**config.mk**
```make
export PLATFORM = sky130hd
export DESIGN_NAME = dgpe_queue
export DESIGN_NICKNAME = d
export VERILOG_FILES = /design/src/design/dgpe_pkg.sv /design/src/design/dgpe_queue.sv
export SDC_FILE = /design/constraint.sdc
export NUM_CORES = 1
export LEC_CHECK = 0
export BUFFER_PORTS_ARGS = -buffer_cell sky130_fd_sc_hd__buf_2
export CAP_MARGIN = 20
export CORE_AREA = 5 5 131 133
export CTS_CLUSTER_DIAMETER = 60
export DETAILED_ROUTE_END_ITERATION = 8
export DIE_AREA = 0 0 136 138
export PLACE_DENSITY = 0.83
export SLEW_MARGIN = 25
export SYNTH_ARGS = -nofsm -noshare
export SYNTH_HDL_FRONTEND = slang
export SYNTH_SLANG_ARGS = --single-unit
```
**constraint.sdc**
```tcl
create_clock -name clock -period 18.14 [get_ports clock]
set_clock_uncertainty 0.15 [all_clocks]
set_input_delay 3.628 -clock clock [delete_from_list [all_inputs] [get_ports clock]]
set_output_delay 3.628 -clock clock [all_outputs]
set_load 0.01 [all_outputs]
```
**src/design/dgpe_pkg.sv**
```systemverilog
// Shared types, constants and helper functions of the diploid genotype posterior engine.
// Used by every module of the block except dgpe_ram; depends on nothing else.
`default_nettype none
package dgpe_pkg;

   // Widths of the fixed-point datapath.
   localparam int VAL_W = 32;   // Q15.16 stored values
   localparam int T_W   = 34;   // half-phase term plus allele likelihood
   localparam int LSE_W = 36;   // log-sum-exp operands and result
   localparam int SUM_W = 40;   // wide sums before saturation

   // ln(0.5) in Q15.16.
   localparam logic signed [T_W-1:0] LN_HALF = -34'sd45426;

   // Saturation bounds of a signed 32-bit value.
   localparam logic signed [SUM_W-1:0] SAT_MAX = 40'sh007FFFFFFF;
   localparam logic signed [SUM_W-1:0] SAT_MIN = 40'shFF80000000;

   // Configuration register indexes.
   typedef enum logic [1:0] {
      REG_ALLELES = 2'd0,
      REG_SAMPLES = 2'd1,
      REG_PRIOR   = 2'd2
   } reg_index_type;

   // Input modes.
   typedef enum logic [1:0] {
      MODE_CLEAR  = 2'd0,
      MODE_READ   = 2'd1,
      MODE_FINISH = 2'd2
   } mode_type;

   // Work classes handed from the front to the back.
   typedef enum logic [2:0] {
      CMD_NONE,
      CMD_CLEAR,
      CMD_STORE,
      CMD_UPDATE,
      CMD_FINISH
   } cmd_kind_type;

   // Back-end sequencer states.
   typedef enum logic [3:0] {
      ST_IDLE,
      ST_CLEAR,
      ST_UPD_ISSUE,
      ST_UPD_DRAIN,
      ST_FOLD_RD,
      ST_FOLD_DAT,
      ST_FOLD_WAIT,
      ST_POST_RD,
      ST_POST_OUT
   } state_type;

   typedef struct packed {
      logic [1:0]               mode;
      logic [5:0]               sample_id;
      logic [2:0]               allele_index;
      logic signed [VAL_W-1:0]  allele_log_lik;
      logic signed [VAL_W-1:0]  phase_one_log;
      logic signed [VAL_W-1:0]  phase_two_log;
   } req_word_type;

   typedef struct packed {
      logic [2:0]               first_allele;
      logic [2:0]               second_allele;
      logic signed [VAL_W-1:0]  log_posterior;
      logic signed [VAL_W-1:0]  sample_log_total;
      logic                     last_of_run;
   } rsp_word_type;

   // One classified item waiting for the back end.
   typedef struct packed {
      cmd_kind_type             kind;
      logic [5:0]               sample;
      logic [2:0]               allele;
      logic                     buf_we;
      logic signed [VAL_W-1:0]  lik;
      logic signed [T_W-1:0]    p1h;
      logic signed [T_W-1:0]    p2h;
   } cmd_type;

   // round(65536*ln(1+exp(-i/4))); zero beyond the last entry.
   function automatic logic [15:0] softplus_q16(input logic [5:0] i);
      logic [15:0] c;
      begin
         case (i)
            6'd0:  c = 16'd45426;
            6'd1:  c = 16'd37745;
            6'd2:  c = 16'd31069;
            6'd3:  c = 16'd25354;
            6'd4:  c = 16'd20530;
            6'd5:  c = 16'd16510;
            6'd6:  c = 16'd13200;
            6'd7:  c = 16'd10500;
            6'd8:  c = 16'd8318;
            6'd9:  c = 16'd6567;
            6'd10: c = 16'd5170;
            6'd11: c = 16'd4062;
            6'd12: c = 16'd3184;
            6'd13: c = 16'd2493;
            6'd14: c = 16'd1950;
            6'd15: c = 16'd1523;
            6'd16: c = 16'd1189;
            6'd17: c = 16'd928;
            6'd18: c = 16'd724;
            6'd19: c = 16'd565;
            6'd20: c = 16'd440;
            6'd21: c = 16'd343;
            6'd22: c = 16'd267;
            6'd23: c = 16'd208;
            6'd24: c = 16'd162;
            6'd25: c = 16'd126;
            6'd26: c = 16'd98;
            6'd27: c = 16'd77;
            6'd28: c = 16'd60;
            6'd29: c = 16'd47;
            6'd30: c = 16'd36;
            6'd31: c = 16'd28;
            6'd32: c = 16'd22;
            default: c = 16'd0;
         endcase
         return c;
      end
   endfunction

   // Clamp a wide sum to the signed 32-bit range.
   function automatic logic signed [VAL_W-1:0] sat32(input logic signed [SUM_W-1:0] v);
      logic signed [VAL_W-1:0] r;
      begin
         if (v > SAT_MAX) begin
            r = SAT_MAX[VAL_W-1:0];
         end else if (v < SAT_MIN) begin
            r = SAT_MIN[VAL_W-1:0];
         end else begin
            r = v[VAL_W-1:0];
         end
         return r;
      end
   endfunction

endpackage
`default_nettype wire

```
**src/design/dgpe_queue.sv**
```systemverilog
// Two-entry command queue between the front and back ends.
// Depends on dgpe_pkg for the command type.
`default_nettype none
module dgpe_queue (
   input  wire logic                  clock,
   input  wire logic                  reset,
   input  wire logic                  push,
   input  wire dgpe_pkg::cmd_type     push_cmd,
   input  wire logic                  pop,
   output logic                       full,
   output logic                       empty,
   output dgpe_pkg::cmd_type          head
);
   dgpe_pkg::cmd_type entry_ff [2];
   logic              wr_ptr_ff, wr_ptr_in;
   logic              rd_ptr_ff, rd_ptr_in;
   logic [1:0]        count_ff, count_in;

   always_comb begin
      full      = count_ff == 2'd2;
      empty     = count_ff == 2'd0;
      head      = entry_ff[rd_ptr_ff];
      wr_ptr_in = push ? !wr_ptr_ff : wr_ptr_ff;
      rd_ptr_in = pop ? !rd_ptr_ff : rd_ptr_ff;
      count_in  = count_ff + {1'b0, push} - {1'b0, pop};
   end

   always_ff @(posedge clock) begin
      if (reset) begin
         wr_ptr_ff <= 1'b0;
         rd_ptr_ff <= 1'b0;
         count_ff  <= 2'd0;
      end else begin
         wr_ptr_ff <= wr_ptr_in;
         rd_ptr_ff <= rd_ptr_in;
         count_ff  <= count_in;
      end
   end

   always_ff @(posedge clock) begin
      if (push) begin
         entry_ff[wr_ptr_ff] <= push_cmd;
      end
   end
endmodule
`default_nettype wire

```
==> flow_results.org <==
** Outcome
- The run finished with clean final reports.

** Route
- Via count normalized by instance count :: roughly 5.0
- In this run, the number of DRC markers left after iteration 0 of detailed routing was about 240.
- Wirelength, routed :: ~16000 um
- The first detailed-routing pass took 4 iterations.
- In this run the remaining antenna-violating nets after routing total 0.
- Drt wl/cell :: around 19 um
- Drt drc :: 0
- Detailed routing inserted a total of 4272 vias.

** Setup path
- Startpoint type of the worst setup path :: flip-flop
- Setup slack on the worst reg-to-reg path comes out at between 15 and 20 ns.
- Critical Path RT :: roughly 14 ns
- Type of element capturing the critical path :: output pin
- Counting cells, the worst reg-to-reg path comes to 2.
- Crit path capture :: head[39]
- Traced cell by cell, the critical path runs through buf_4 > buf_12 > mux2_2 > buf_2.
- Critical path class :: flip-flop to output pin
- At the worst endpoint, the arrival time is between 2 and 3 ns.
- Longest individual stage delay on the worst path :: a little under 0.8 ns
- Worst reg2reg endpoint :: entry_ff[0][3]$_DFFE_PP_
- Critical path peak fanout :: 44
- The worst register-to-register path begins at wr_ptr_ff$_SDFFE_PP0P_.
- Highest-delay cell along the critical path :: dfxtp_4

** Synth
- Summing the sequential cell areas from Yosys gives between 70% and 80% of the chip area.
- Synthesis produced a netlist with a net count of about 500.
- Dominant cells by area after synthesis :: edfxtp_1 78%, mux2_4 12%, mux2_2 5.6%
- Counting every instance in the synthesized netlist gives between 300 and 400.
- Yosys warnings :: 0
- Per-instance average area after synthesis :: 23.2 um^2
- Post-synth top area share :: between 70% and 80%
- Post-synthesis cell area :: slightly below 9000 um^2
- The netlist uses 14 different library cells.
- Flops & latches, synth :: between 200 and 250
- Of all cell types, the one taking the most synthesized area is edfxtp_1.

** Global route
- The first global-routing pass estimated roughly 24000 um of wire.
- Global routing consumed, over all layers together, 16.2% of the routing resources.
- The via count of the first global-routing pass was 4621.
- The number of antenna violations at the first check in global routing is 5.
- Entering global routing, the biggest net connects 90 pins.
- For this run the aggregate overflow at the end of global routing stands at 0.

** Floorplanning
- In this run the vertical extent of the chip is 138 um.
- The initial utilization of the core area, before any placement, comes to between 50% and 60%.
- The die covers roughly 19000 um^2.
- Core region area :: 15700 um^2
- During I/O placement, the number of pins put on the boundary was between 200 and 250.
- Row generation in the floorplan step produced 46 rows.
- Floorplan die width :: 136 um

** Clock tree
- Post-CTS repair changed the size of 0 cells.
- Counting every sink on the clock net gives roughly 230.
- Cts bufs inserted :: 23
- Number of levels the H-tree was split into :: 1
- The clock passes through at most 3 buffers.
- Clock tree synthesis selected as its root buffer the cell clkbuf_16.
- TritonCTS built the clock tree.
- Setup Fix Bufs, Post-CTS :: 0
- Clock transition at the registers of the reported paths :: ~0.060 ns
- Buffers inserted to repair hold after CTS numbered 0.
- Later-pin clock latency in the skew report :: a little under 0.5 ns

** Placement
- Total of buffers placed on input and output ports :: about 230
- Summed over all nets, the half-perimeter wirelength after detailed placement is between 10000 and 15000 um.
- Inst Count DP :: 811
- At the end of routability-driven placement, the weighted congestion stood at 0.743.

** Timing
- Based on the critical path, the design can be clocked at up to between 150 and 200 MHz.
- Max Transition Viols Final :: 0
- Setup TNS Final :: 0 ns
- Count of endpoints failing hold in the final timing report :: 0
- Count of endpoints failing setup in the final report :: 0
- RSZ-0062 raised after global routing :: false
- Least-Margin Pin Slew :: around 0.86 ns
- Min Clock Period, post-route :: between 6 and 7 ns
- Measured against its own limit, the worst slew margin works out to ~43%.
- The final critical path takes up 36.4% of the cycle.
- Hold WS :: 0.393 ns

** Power
- Dividing total power by cell area gives a power density of 115 nW/um^2.
- Overall power of the completed layout :: approximately 1.2 mW
- For this design the static power due to leakage is 4.21 nW.
- VDD sags by at most just over 80 uV.

** Cells and area
- Leaving out fill and tap cells, the most frequent cell in the layout is buf_2.
- Total Nets Final :: about 740
- Compared with the post-synthesis result, the final layout area differs by 24.5%.
- Proportion of layout cells with a drive suffix above 1 :: 60.4%
- Most used cells in the layout excluding fill and tap cells :: 231 x buf_2, 226 x edfxtp_1, 70 x mux2_4, 43 x mux2_2, 23 x clkbuf_16
- Leaving out filler cells and counting taps, the final layout contains around 860.

** Flow run
- The tool flagged a number of max-cap violations equal to 0.

** Hold path
- The min-delay analysis places its worst path in the category flip-flop to flip-flop.
registers in the layout (all words and copies together) (netlist names), named ones only:
name       cells
rd_ptr_ff      1
count_ff       2
wr_ptr_ff      1
entry_ff     226
kinds of logic (layout without fill, tap and decap cells):
group                      Yosys count  in the layout  share of synthesized area (%)
DFF                                231            231                           79.5
muxes                              113            113                           17.7
buffers and inverters               15            279                           1.53
and+or+nand+nor                      9              9                          0.506
xor gates and xnor gates             3              3                          0.462
adders and majority gates            2              2                          0.289
other                                0              3                              0
layer usage:
metal / GRT usage (%) / vias up / part of all wire, % / wire length [um]
met4: 5.84 / 4 / 3.0 / 475
met3: 4.97 / 43 / 8.7 / 1390
met2: 27.0 / 184 / 49 / 7770
li1: - / 1982 / - / -
met1: 20.1 / 2059 / 40 / 6320
met5: 0 / - / 0.17 / 27
final cells by class:
cell class	instances	area, um^2
Fill cell	1037	4930
Multi-Input combinational cell	127	1650
Sequential cell	231	6890
Clock buffer	28	594
Inverter	2	7.51
Tap cell	216	270
Timing Repair Buffer	235	1210
Clock inverter	14	151
Antenna cell	3	7.51
report_power, final:
| group | internal (mW) | leakage [nW] | switching [mW] |
|---|---|---|---|
| sequential | 0.624 | 2.16 | 0.0129 |
| clock | 0.277 | 0.365 | 0.183 |
| combinational | 0.0709 | 1.69 | 0.0674 |
| total | 0.971 | 4.21 | 0.263 |
worst min-delay path by stage:
| stage | start | endpoint | slack, ns | depth (start not counted) |
|---|---|---|---|---|
| after floorplan | rd_ptr_ff$_SDFFE_PP0P_ | flip-flop | 0.33 | 2 |
| after global placement | rd_ptr_ff$_SDFFE_PP0P_ | rd_ptr_ff$_SDFFE_PP0P_ | 0.35 | 2 |
| after detailed placement | rd_ptr_ff$_SDFFE_PP0P_ | rd_ptr_ff$_SDFFE_PP0P_ | 0.38 | 2 |
| after CTS | rd_ptr_ff$_SDFFE_PP0P_ | rd_ptr_ff$_SDFFE_PP0P_ | 0.40 | 2 |
| after global routing | rd_ptr_ff$_SDFFE_PP0P_ | rd_ptr_ff$_SDFFE_PP0P_ | 0.43 | 2 |
| final | rd_ptr_ff$_SDFFE_PP0P_ | rd_ptr_ff$_SDFFE_PP0P_ | 0.39 | 2 |
synthesized netlist by cell type:
cell      count
buf_8         1
mux2_4       70
mux2_2       43
nor2b_1       3
and2_1        1
xnor2_1       2
dfxtp_1       5
edfxtp_1    226
inv_1         2
buf_2         4
ha_1          2
nor2_1        5
xnor3_1       1
buf_6         8
stage by stage:
step           worst slack (ns)  utilization (%)  cell area (um^2)
2_1_floorplan              8.85                -              8660
3_3_place_gp              11.97             63.6             10000
3_5_place_dp              12.04             63.8             10000
4_1_cts                   11.49             68.6             10800
5_1_grt                   11.38             68.6             10800
6_report                  11.54             68.6             10800
worst max-delay path: cells and delay by family (launching register included):
kind	cells	cell delay [ns]
buffers and inverters	3	1.06
muxes	1	0.39
DFF	1	0.79
Note: power is estimated with default switching activity, not from simulation.
