--- config.mk ---
export PLATFORM = sky130hd
export DESIGN_NAME = dgpe_front
export DESIGN_NICKNAME = d
export VERILOG_FILES = /design/src/design/dgpe_pkg.sv /design/src/design/dgpe_front.sv
export SDC_FILE = /design/constraint.sdc
export NUM_CORES = 1
export LEC_CHECK = 0
export ABC_CLOCK_PERIOD_IN_PS = 3000
export BUFFER_PORTS_ARGS = -buffer_cell sky130_fd_sc_hd__buf_2
export CORE_AREA = 2 2 92 94
export DETAILED_ROUTE_END_ITERATION = 8
export DIE_AREA = 0 0 94 96
export GPL_TIMING_DRIVEN = 0
export MAX_ROUTING_LAYER = met4
export PLACE_DENSITY = 0.59
export SLEW_MARGIN = 0
export SYNTH_ARGS = -nofsm -noshare
export SYNTH_HDL_FRONTEND = slang
export SYNTH_SLANG_ARGS = --single-unit
--- constraint.sdc ---
create_clock -name vclk -period 3
set_input_delay 0.6 -clock vclk [all_inputs]
set_output_delay 0.6 -clock vclk [all_outputs]
set_load 0.02 [all_outputs]
--- src/design/dgpe_pkg.sv ---
// Shared types, constants and helper functions of the diploid genotype posterior engine.
// Used by every module of the block except dgpe_ram; depends on nothing else.
`default_nettype none
package dgpe_pkg;

   // Widths of the fixed-point datapath.
   localparam int VAL_W = 32;   // Q15.16 stored values
   localparam int T_W   = 34;   // half-phase term plus allele likelihood
   localparam int LSE_W = 36;   // log-sum-exp operands and result
   localparam int SUM_W = 40;   // wide sums before saturation

   // ln(0.5) in Q15.16.
   localparam logic signed [T_W-1:0] LN_HALF = -34'sd45426;

   // Saturation bounds of a signed 32-bit value.
   localparam logic signed [SUM_W-1:0] SAT_MAX = 40'sh007FFFFFFF;
   localparam logic signed [SUM_W-1:0] SAT_MIN = 40'shFF80000000;

   // Configuration register indexes.
   typedef enum logic [1:0] {
      REG_ALLELES = 2'd0,
      REG_SAMPLES = 2'd1,
      REG_PRIOR   = 2'd2
   } reg_index_type;

   // Input modes.
   typedef enum logic [1:0] {
      MODE_CLEAR  = 2'd0,
      MODE_READ   = 2'd1,
      MODE_FINISH = 2'd2
   } mode_type;

   // Work classes handed from the front to the back.
   typedef enum logic [2:0] {
      CMD_NONE,
      CMD_CLEAR,
      CMD_STORE,
      CMD_UPDATE,
      CMD_FINISH
   } cmd_kind_type;

   // Back-end sequencer states.
   typedef enum logic [3:0] {
      ST_IDLE,
      ST_CLEAR,
      ST_UPD_ISSUE,
      ST_UPD_DRAIN,
      ST_FOLD_RD,
      ST_FOLD_DAT,
      ST_FOLD_WAIT,
      ST_POST_RD,
      ST_POST_OUT
   } state_type;

   typedef struct packed {
      logic [1:0]               mode;
      logic [5:0]               sample_id;
      logic [2:0]               allele_index;
      logic signed [VAL_W-1:0]  allele_log_lik;
      logic signed [VAL_W-1:0]  phase_one_log;
      logic signed [VAL_W-1:0]  phase_two_log;
   } req_word_type;

   typedef struct packed {
      logic [2:0]               first_allele;
      logic [2:0]               second_allele;
      logic signed [VAL_W-1:0]  log_posterior;
      logic signed [VAL_W-1:0]  sample_log_total;
      logic                     last_of_run;
   } rsp_word_type;

   // One classified item waiting for the back end.
   typedef struct packed {
      cmd_kind_type             kind;
      logic [5:0]               sample;
      logic [2:0]               allele;
      logic                     buf_we;
      logic signed [VAL_W-1:0]  lik;
      logic signed [T_W-1:0]    p1h;
      logic signed [T_W-1:0]    p2h;
   } cmd_type;

   // round(65536*ln(1+exp(-i/4))); zero beyond the last entry.
   function automatic logic [15:0] softplus_q16(input logic [5:0] i);
      logic [15:0] c;
      begin
         case (i)
            6'd0:  c = 16'd45426;
            6'd1:  c = 16'd37745;
            6'd2:  c = 16'd31069;
            6'd3:  c = 16'd25354;
            6'd4:  c = 16'd20530;
            6'd5:  c = 16'd16510;
            6'd6:  c = 16'd13200;
            6'd7:  c = 16'd10500;
            6'd8:  c = 16'd8318;
            6'd9:  c = 16'd6567;
            6'd10: c = 16'd5170;
            6'd11: c = 16'd4062;
            6'd12: c = 16'd3184;
            6'd13: c = 16'd2493;
            6'd14: c = 16'd1950;
            6'd15: c = 16'd1523;
            6'd16: c = 16'd1189;
            6'd17: c = 16'd928;
            6'd18: c = 16'd724;
            6'd19: c = 16'd565;
            6'd20: c = 16'd440;
            6'd21: c = 16'd343;
            6'd22: c = 16'd267;
            6'd23: c = 16'd208;
            6'd24: c = 16'd162;
            6'd25: c = 16'd126;
            6'd26: c = 16'd98;
            6'd27: c = 16'd77;
            6'd28: c = 16'd60;
            6'd29: c = 16'd47;
            6'd30: c = 16'd36;
            6'd31: c = 16'd28;
            6'd32: c = 16'd22;
            default: c = 16'd0;
         endcase
         return c;
      end
   endfunction

   // Clamp a wide sum to the signed 32-bit range.
   function automatic logic signed [VAL_W-1:0] sat32(input logic signed [SUM_W-1:0] v);
      logic signed [VAL_W-1:0] r;
      begin
         if (v > SAT_MAX) begin
            r = SAT_MAX[VAL_W-1:0];
         end else if (v < SAT_MIN) begin
            r = SAT_MIN[VAL_W-1:0];
         end else begin
            r = v[VAL_W-1:0];
         end
         return r;
      end
   endfunction

endpackage
`default_nettype wire

--- src/design/dgpe_front.sv ---
// Front end: accepts input words and classifies them into back-end commands.
// Depends on dgpe_pkg for word and command types.
`default_nettype none
module dgpe_front #(
   parameter int MAX_ALLELES = 8,
   parameter int MAX_SAMPLES = 64
) (
   input  wire logic                                  req_valid,
   output logic                                       req_stall,
   input  wire dgpe_pkg::req_word_type                req_word,
   input  wire logic [3:0]                            na,
   input  wire logic [$clog2(MAX_SAMPLES + 1)-1:0]    ns,
   input  wire logic                                  q_full,
   output logic                                       q_push,
   output dgpe_pkg::cmd_type                          q_cmd
);
   logic in_range;
   logic completes;

   // Sort the word into the work it causes.
   always_comb begin
      in_range  = int'(req_word.sample_id) < int'(ns);
      completes = ({1'b0, req_word.allele_index} + 4'd1) == na;

      q_cmd.sample = req_word.sample_id;
      q_cmd.allele = req_word.allele_index;
      q_cmd.buf_we = int'(req_word.allele_index) < MAX_ALLELES;
      q_cmd.lik    = req_word.allele_log_lik;
      q_cmd.p1h    = {{2{req_word.phase_one_log[31]}}, req_word.phase_one_log}
                     + dgpe_pkg::LN_HALF;
      q_cmd.p2h    = {{2{req_word.phase_two_log[31]}}, req_word.phase_two_log}
                     + dgpe_pkg::LN_HALF;

      case (req_word.mode)
         dgpe_pkg::MODE_CLEAR: begin
            q_cmd.kind = dgpe_pkg::CMD_CLEAR;
         end
         dgpe_pkg::MODE_READ: begin
            q_cmd.kind = (completes && in_range) ? dgpe_pkg::CMD_UPDATE : dgpe_pkg::CMD_STORE;
         end
         dgpe_pkg::MODE_FINISH: begin
            q_cmd.kind = in_range ? dgpe_pkg::CMD_FINISH : dgpe_pkg::CMD_NONE;
         end
         default: begin
            q_cmd.kind = dgpe_pkg::CMD_NONE;
         end
      endcase
   end

   // Words that cause no work are taken and dropped.
   assign req_stall = q_full;
   assign q_push    = req_valid && !q_full && (q_cmd.kind != dgpe_pkg::CMD_NONE);
endmodule
`default_nettype wire

==> impl_summary.md <==
Detailed routing
In the routed layout, each cell is associated on average with a via count of 4.41. The routed via count is 2540. The remaining design rule violation count is 0. The first-pass iteration count of the detailed router is 4. In this run the remaining antenna-violating nets after routing total 0.

The post-detailed-routing wire length is 6240 µm. The mean routed wirelength per cell is 10.8 µm. The detailed router finished its first iteration with 47 violations.

Timing
Setup violations remaining at the end of the flow were counted as 1. The setup slack of the critical path after layout is -47.8 ps. The slew of the pin with the lowest slew margin is 532 ps.

Setup repair after global routing could not meet its margin everywhere. The number of hold violations in the final report is 0. The share of the cycle needed by the critical path after routing is 102%. The clock period minus final worst setup slack is 3050 ps.

The maximum operating frequency is 328 MHz. In the final timing run, aggregate negative setup slack is -47.8 ps. The number of max-slew violations in the final report came to 0. The worst slew slack as a fraction of its limit is 64.4%.

Floorplanning
The floorplan has 33 rows. The region available for standard cell placement spans 8050 µm². In this run the count of I/O pins placed on the die edge is 235. The overall die width is 94 µm. The starting density of the core is 23.3%. The die height is 96 µm.

The area of the die is 9020 µm².

Hold path
The worst hold-check path type is in -> out. The startpoint identified for the worst hold timing path is req_word[64].

Layout
The utilization after layout is 38.8%. The final design instance area without fill is 3120 µm². The area growth from synthesis to final layout is 66.1%.

The total number of nets in the final design is 601. Registers take 0 µm². The fraction of final layout cells sized beyond drive strength 1 is 57.7%. The number of filler cells placed in the layout is 870.

The clock buffers instantiated in the layout total 0. The number of cells in the finished layout apart from fillers is 576. The design has 0 sequential cells. The number of antenna diodes in the final layout is 0.

Clock network
Hold repair after CTS inserted 0 buffers.

Synthesis
Of the post-synthesis cell area, the dominant cell type holds 18.8%. The mean area per synthesized cell is 6.88 µm². The synthesized net count is 401. After synthesis the cells add up to 1880 µm².

The share of the Yosys chip area taken by registers is 0%. In the post-synthesis netlist, the biggest area contributors are sky130_fd_sc_hd__buf_4, sky130_fd_sc_hd__xor2_1, sky130_fd_sc_hd__xnor2_1, sky130_fd_sc_hd__ha_1, sky130_fd_sc_hd__nor2_1. The count of warnings emitted by yosys is 0.

The netlist uses 50 different library cells. The synthesized netlist cell count is 273. The library cell occupying the most area in the post-synthesis netlist is sky130_fd_sc_hd__buf_4. In the synthesized netlist, the cells that appear most often are sky130_fd_sc_hd__buf_4, sky130_fd_sc_hd__xor2_1, sky130_fd_sc_hd__xnor2_1. The dominant cell by count in the synthesized netlist is sky130_fd_sc_hd__buf_4.

Global route
The number of global-route vias before repair was 2195. The initial antenna violation count is 0. The first global-routing pass estimated 8830 µm of wire. The overall fraction of global-route tracks in use is 11.5%. The leftover overflow at the end of global routing is 0. The maximum number of pins on one net before global-route repair is 10.

Critical path
The capturing element type of the critical path is a primary output. The critical path in this run is classified as in -> out. The critical path starts at req_word[26]. STA puts the critical path data required time at 2400 ps. The most critical setup path has its endpoint at q_cmd[31]. Along the worst path, the maximum fanout reaches 4. Data arrives at the worst endpoint at 2450 ps. The nature of the critical path startpoint is a primary input.

Status
The run finished, with violations left. The final reports fail on setup timing.

Place
Input and output buffers added on the ports amount to 198. At the end of routability-driven placement, the weighted congestion stood at 0.851. The number of placed instances with taps included is 576. After legalization and detailed placement, the total HPWL measured 5460 µm.

Summing all placed instances gives a cell area of 3010 µm².

Power and ir drop
The worst-case IR drop observed on VDD is 0.000110 V. For this design the static power due to leakage is 1.67 nW. Dividing total power by cell area gives a power density of 175 nW/µm².

Flow run
Max-cap violations in this run came to 0.
==> metrics by stage <==
step	hold slack [ps]	total power, mW	worst slack [ps]
after global placement	1420	0.533	-93.6
after global routing	1420	0.592	-95.5
after floorplan	1280	0.326	105
final	1420	0.545	-47.8
after detailed placement	1420	0.536	-82.0
after CTS	1420	0.542	5.83
==> power by group <==
group	leakage, nW	internal (mW)	switching (mW)	total, mW
clock network	0	0	0	0
registers	0	0	0	0
logic	1.67	0.227	0.318	0.545
==> placed cells by master, fill, tap and decap left out, types with 2 or more instances in the layout <==
master	n
sky130_fd_sc_hd__o21ai_0	7
sky130_fd_sc_hd__nor2_1	21
sky130_fd_sc_hd__and3_1	2
sky130_fd_sc_hd__o211ai_1	2
sky130_fd_sc_hd__o21bai_1	2
sky130_fd_sc_hd__or3_1	4
sky130_fd_sc_hd__nand2b_1	4
sky130_fd_sc_hd__a211oi_2	4
sky130_fd_sc_hd__a31oi_2	3
sky130_fd_sc_hd__clkbuf_2	2
sky130_fd_sc_hd__nand3_1	2
sky130_fd_sc_hd__a21o_1	3
sky130_fd_sc_hd__ha_1	8
sky130_fd_sc_hd__a31o_2	2
sky130_fd_sc_hd__nor3_1	8
sky130_fd_sc_hd__clkbuf_1	2
sky130_fd_sc_hd__xnor2_1	27
sky130_fd_sc_hd__buf_4	51
sky130_fd_sc_hd__nor4_1	6
sky130_fd_sc_hd__nand4_1	4
sky130_fd_sc_hd__nor3_2	5
sky130_fd_sc_hd__nand2_1	18
sky130_fd_sc_hd__nor4b_2	2
sky130_fd_sc_hd__buf_2	195
sky130_fd_sc_hd__inv_1	16
sky130_fd_sc_hd__a21oi_1	5
sky130_fd_sc_hd__nor3b_1	3
sky130_fd_sc_hd__nor2b_1	2
sky130_fd_sc_hd__xor2_1	33
==> worst min path at each step <==
stage	slack, ps	depth (start not counted)	endpoint
after detailed placement	1420	2	q_cmd[97]
final	1420	2	q_cmd[68]
after CTS	1420	2	q_cmd[0]
after global placement	1420	2	q_cmd[86]
after global routing	1420	2	q_cmd[91]
after floorplan	1280	1	q_cmd[111]
==> critical path: stages <==
cell	delay, ps
sky130_fd_sc_hd__buf_2	110
sky130_fd_sc_hd__or3_1	390
sky130_fd_sc_hd__or2_4	250
sky130_fd_sc_hd__or4_4	420
sky130_fd_sc_hd__nor4_2	340
sky130_fd_sc_hd__xor2_1	180
sky130_fd_sc_hd__buf_4	160
==> metal layers <==
layer | global-route usage, % | vias to the layer above | wire, µm
li1 | - | 1296 | -
met1 | 13.0 | 1155 | 2410
met2 | 23.6 | 89 | 3450
met3 | 0.392 | 0 | 380
met4 | 0 | 0 | 0
met5 | - | - | 0
==> cells by family (layout without fill, tap and decap cells) <==
logic type      Yosys count  in the layout  share of synthesized area, %
compound gates           42             42                          15.5
xor+xnor                 60             60                          28.0
fa+ha+maj                 8              8                          5.33
buf+inv                  68            266                          23.0
other cells               1              1                         0.200
simple gates             94             94                          28.0
==> layout make-up <==
| type | count | area (µm²) | share of cell area, % |
|---|---|---|---|
| inverter | 16 | 60.1 | 1.92 |
| multi-input combinational | 205 | 1550 | 49.8 |
| buffer | 51 | 370 | 11.9 |
| tap | 105 | 131 | 4.21 |
| timing repair buffer | 199 | 1010 | 32.2 |
==> timing repair <==
item,4_1_cts,5_1_grt
pin swaps,0,5
buffers inserted,0,1
gates resized for setup,6,18
endpoints found under the setup margin,6,20
No activity file was read; power rests on OpenSTA's default activity.
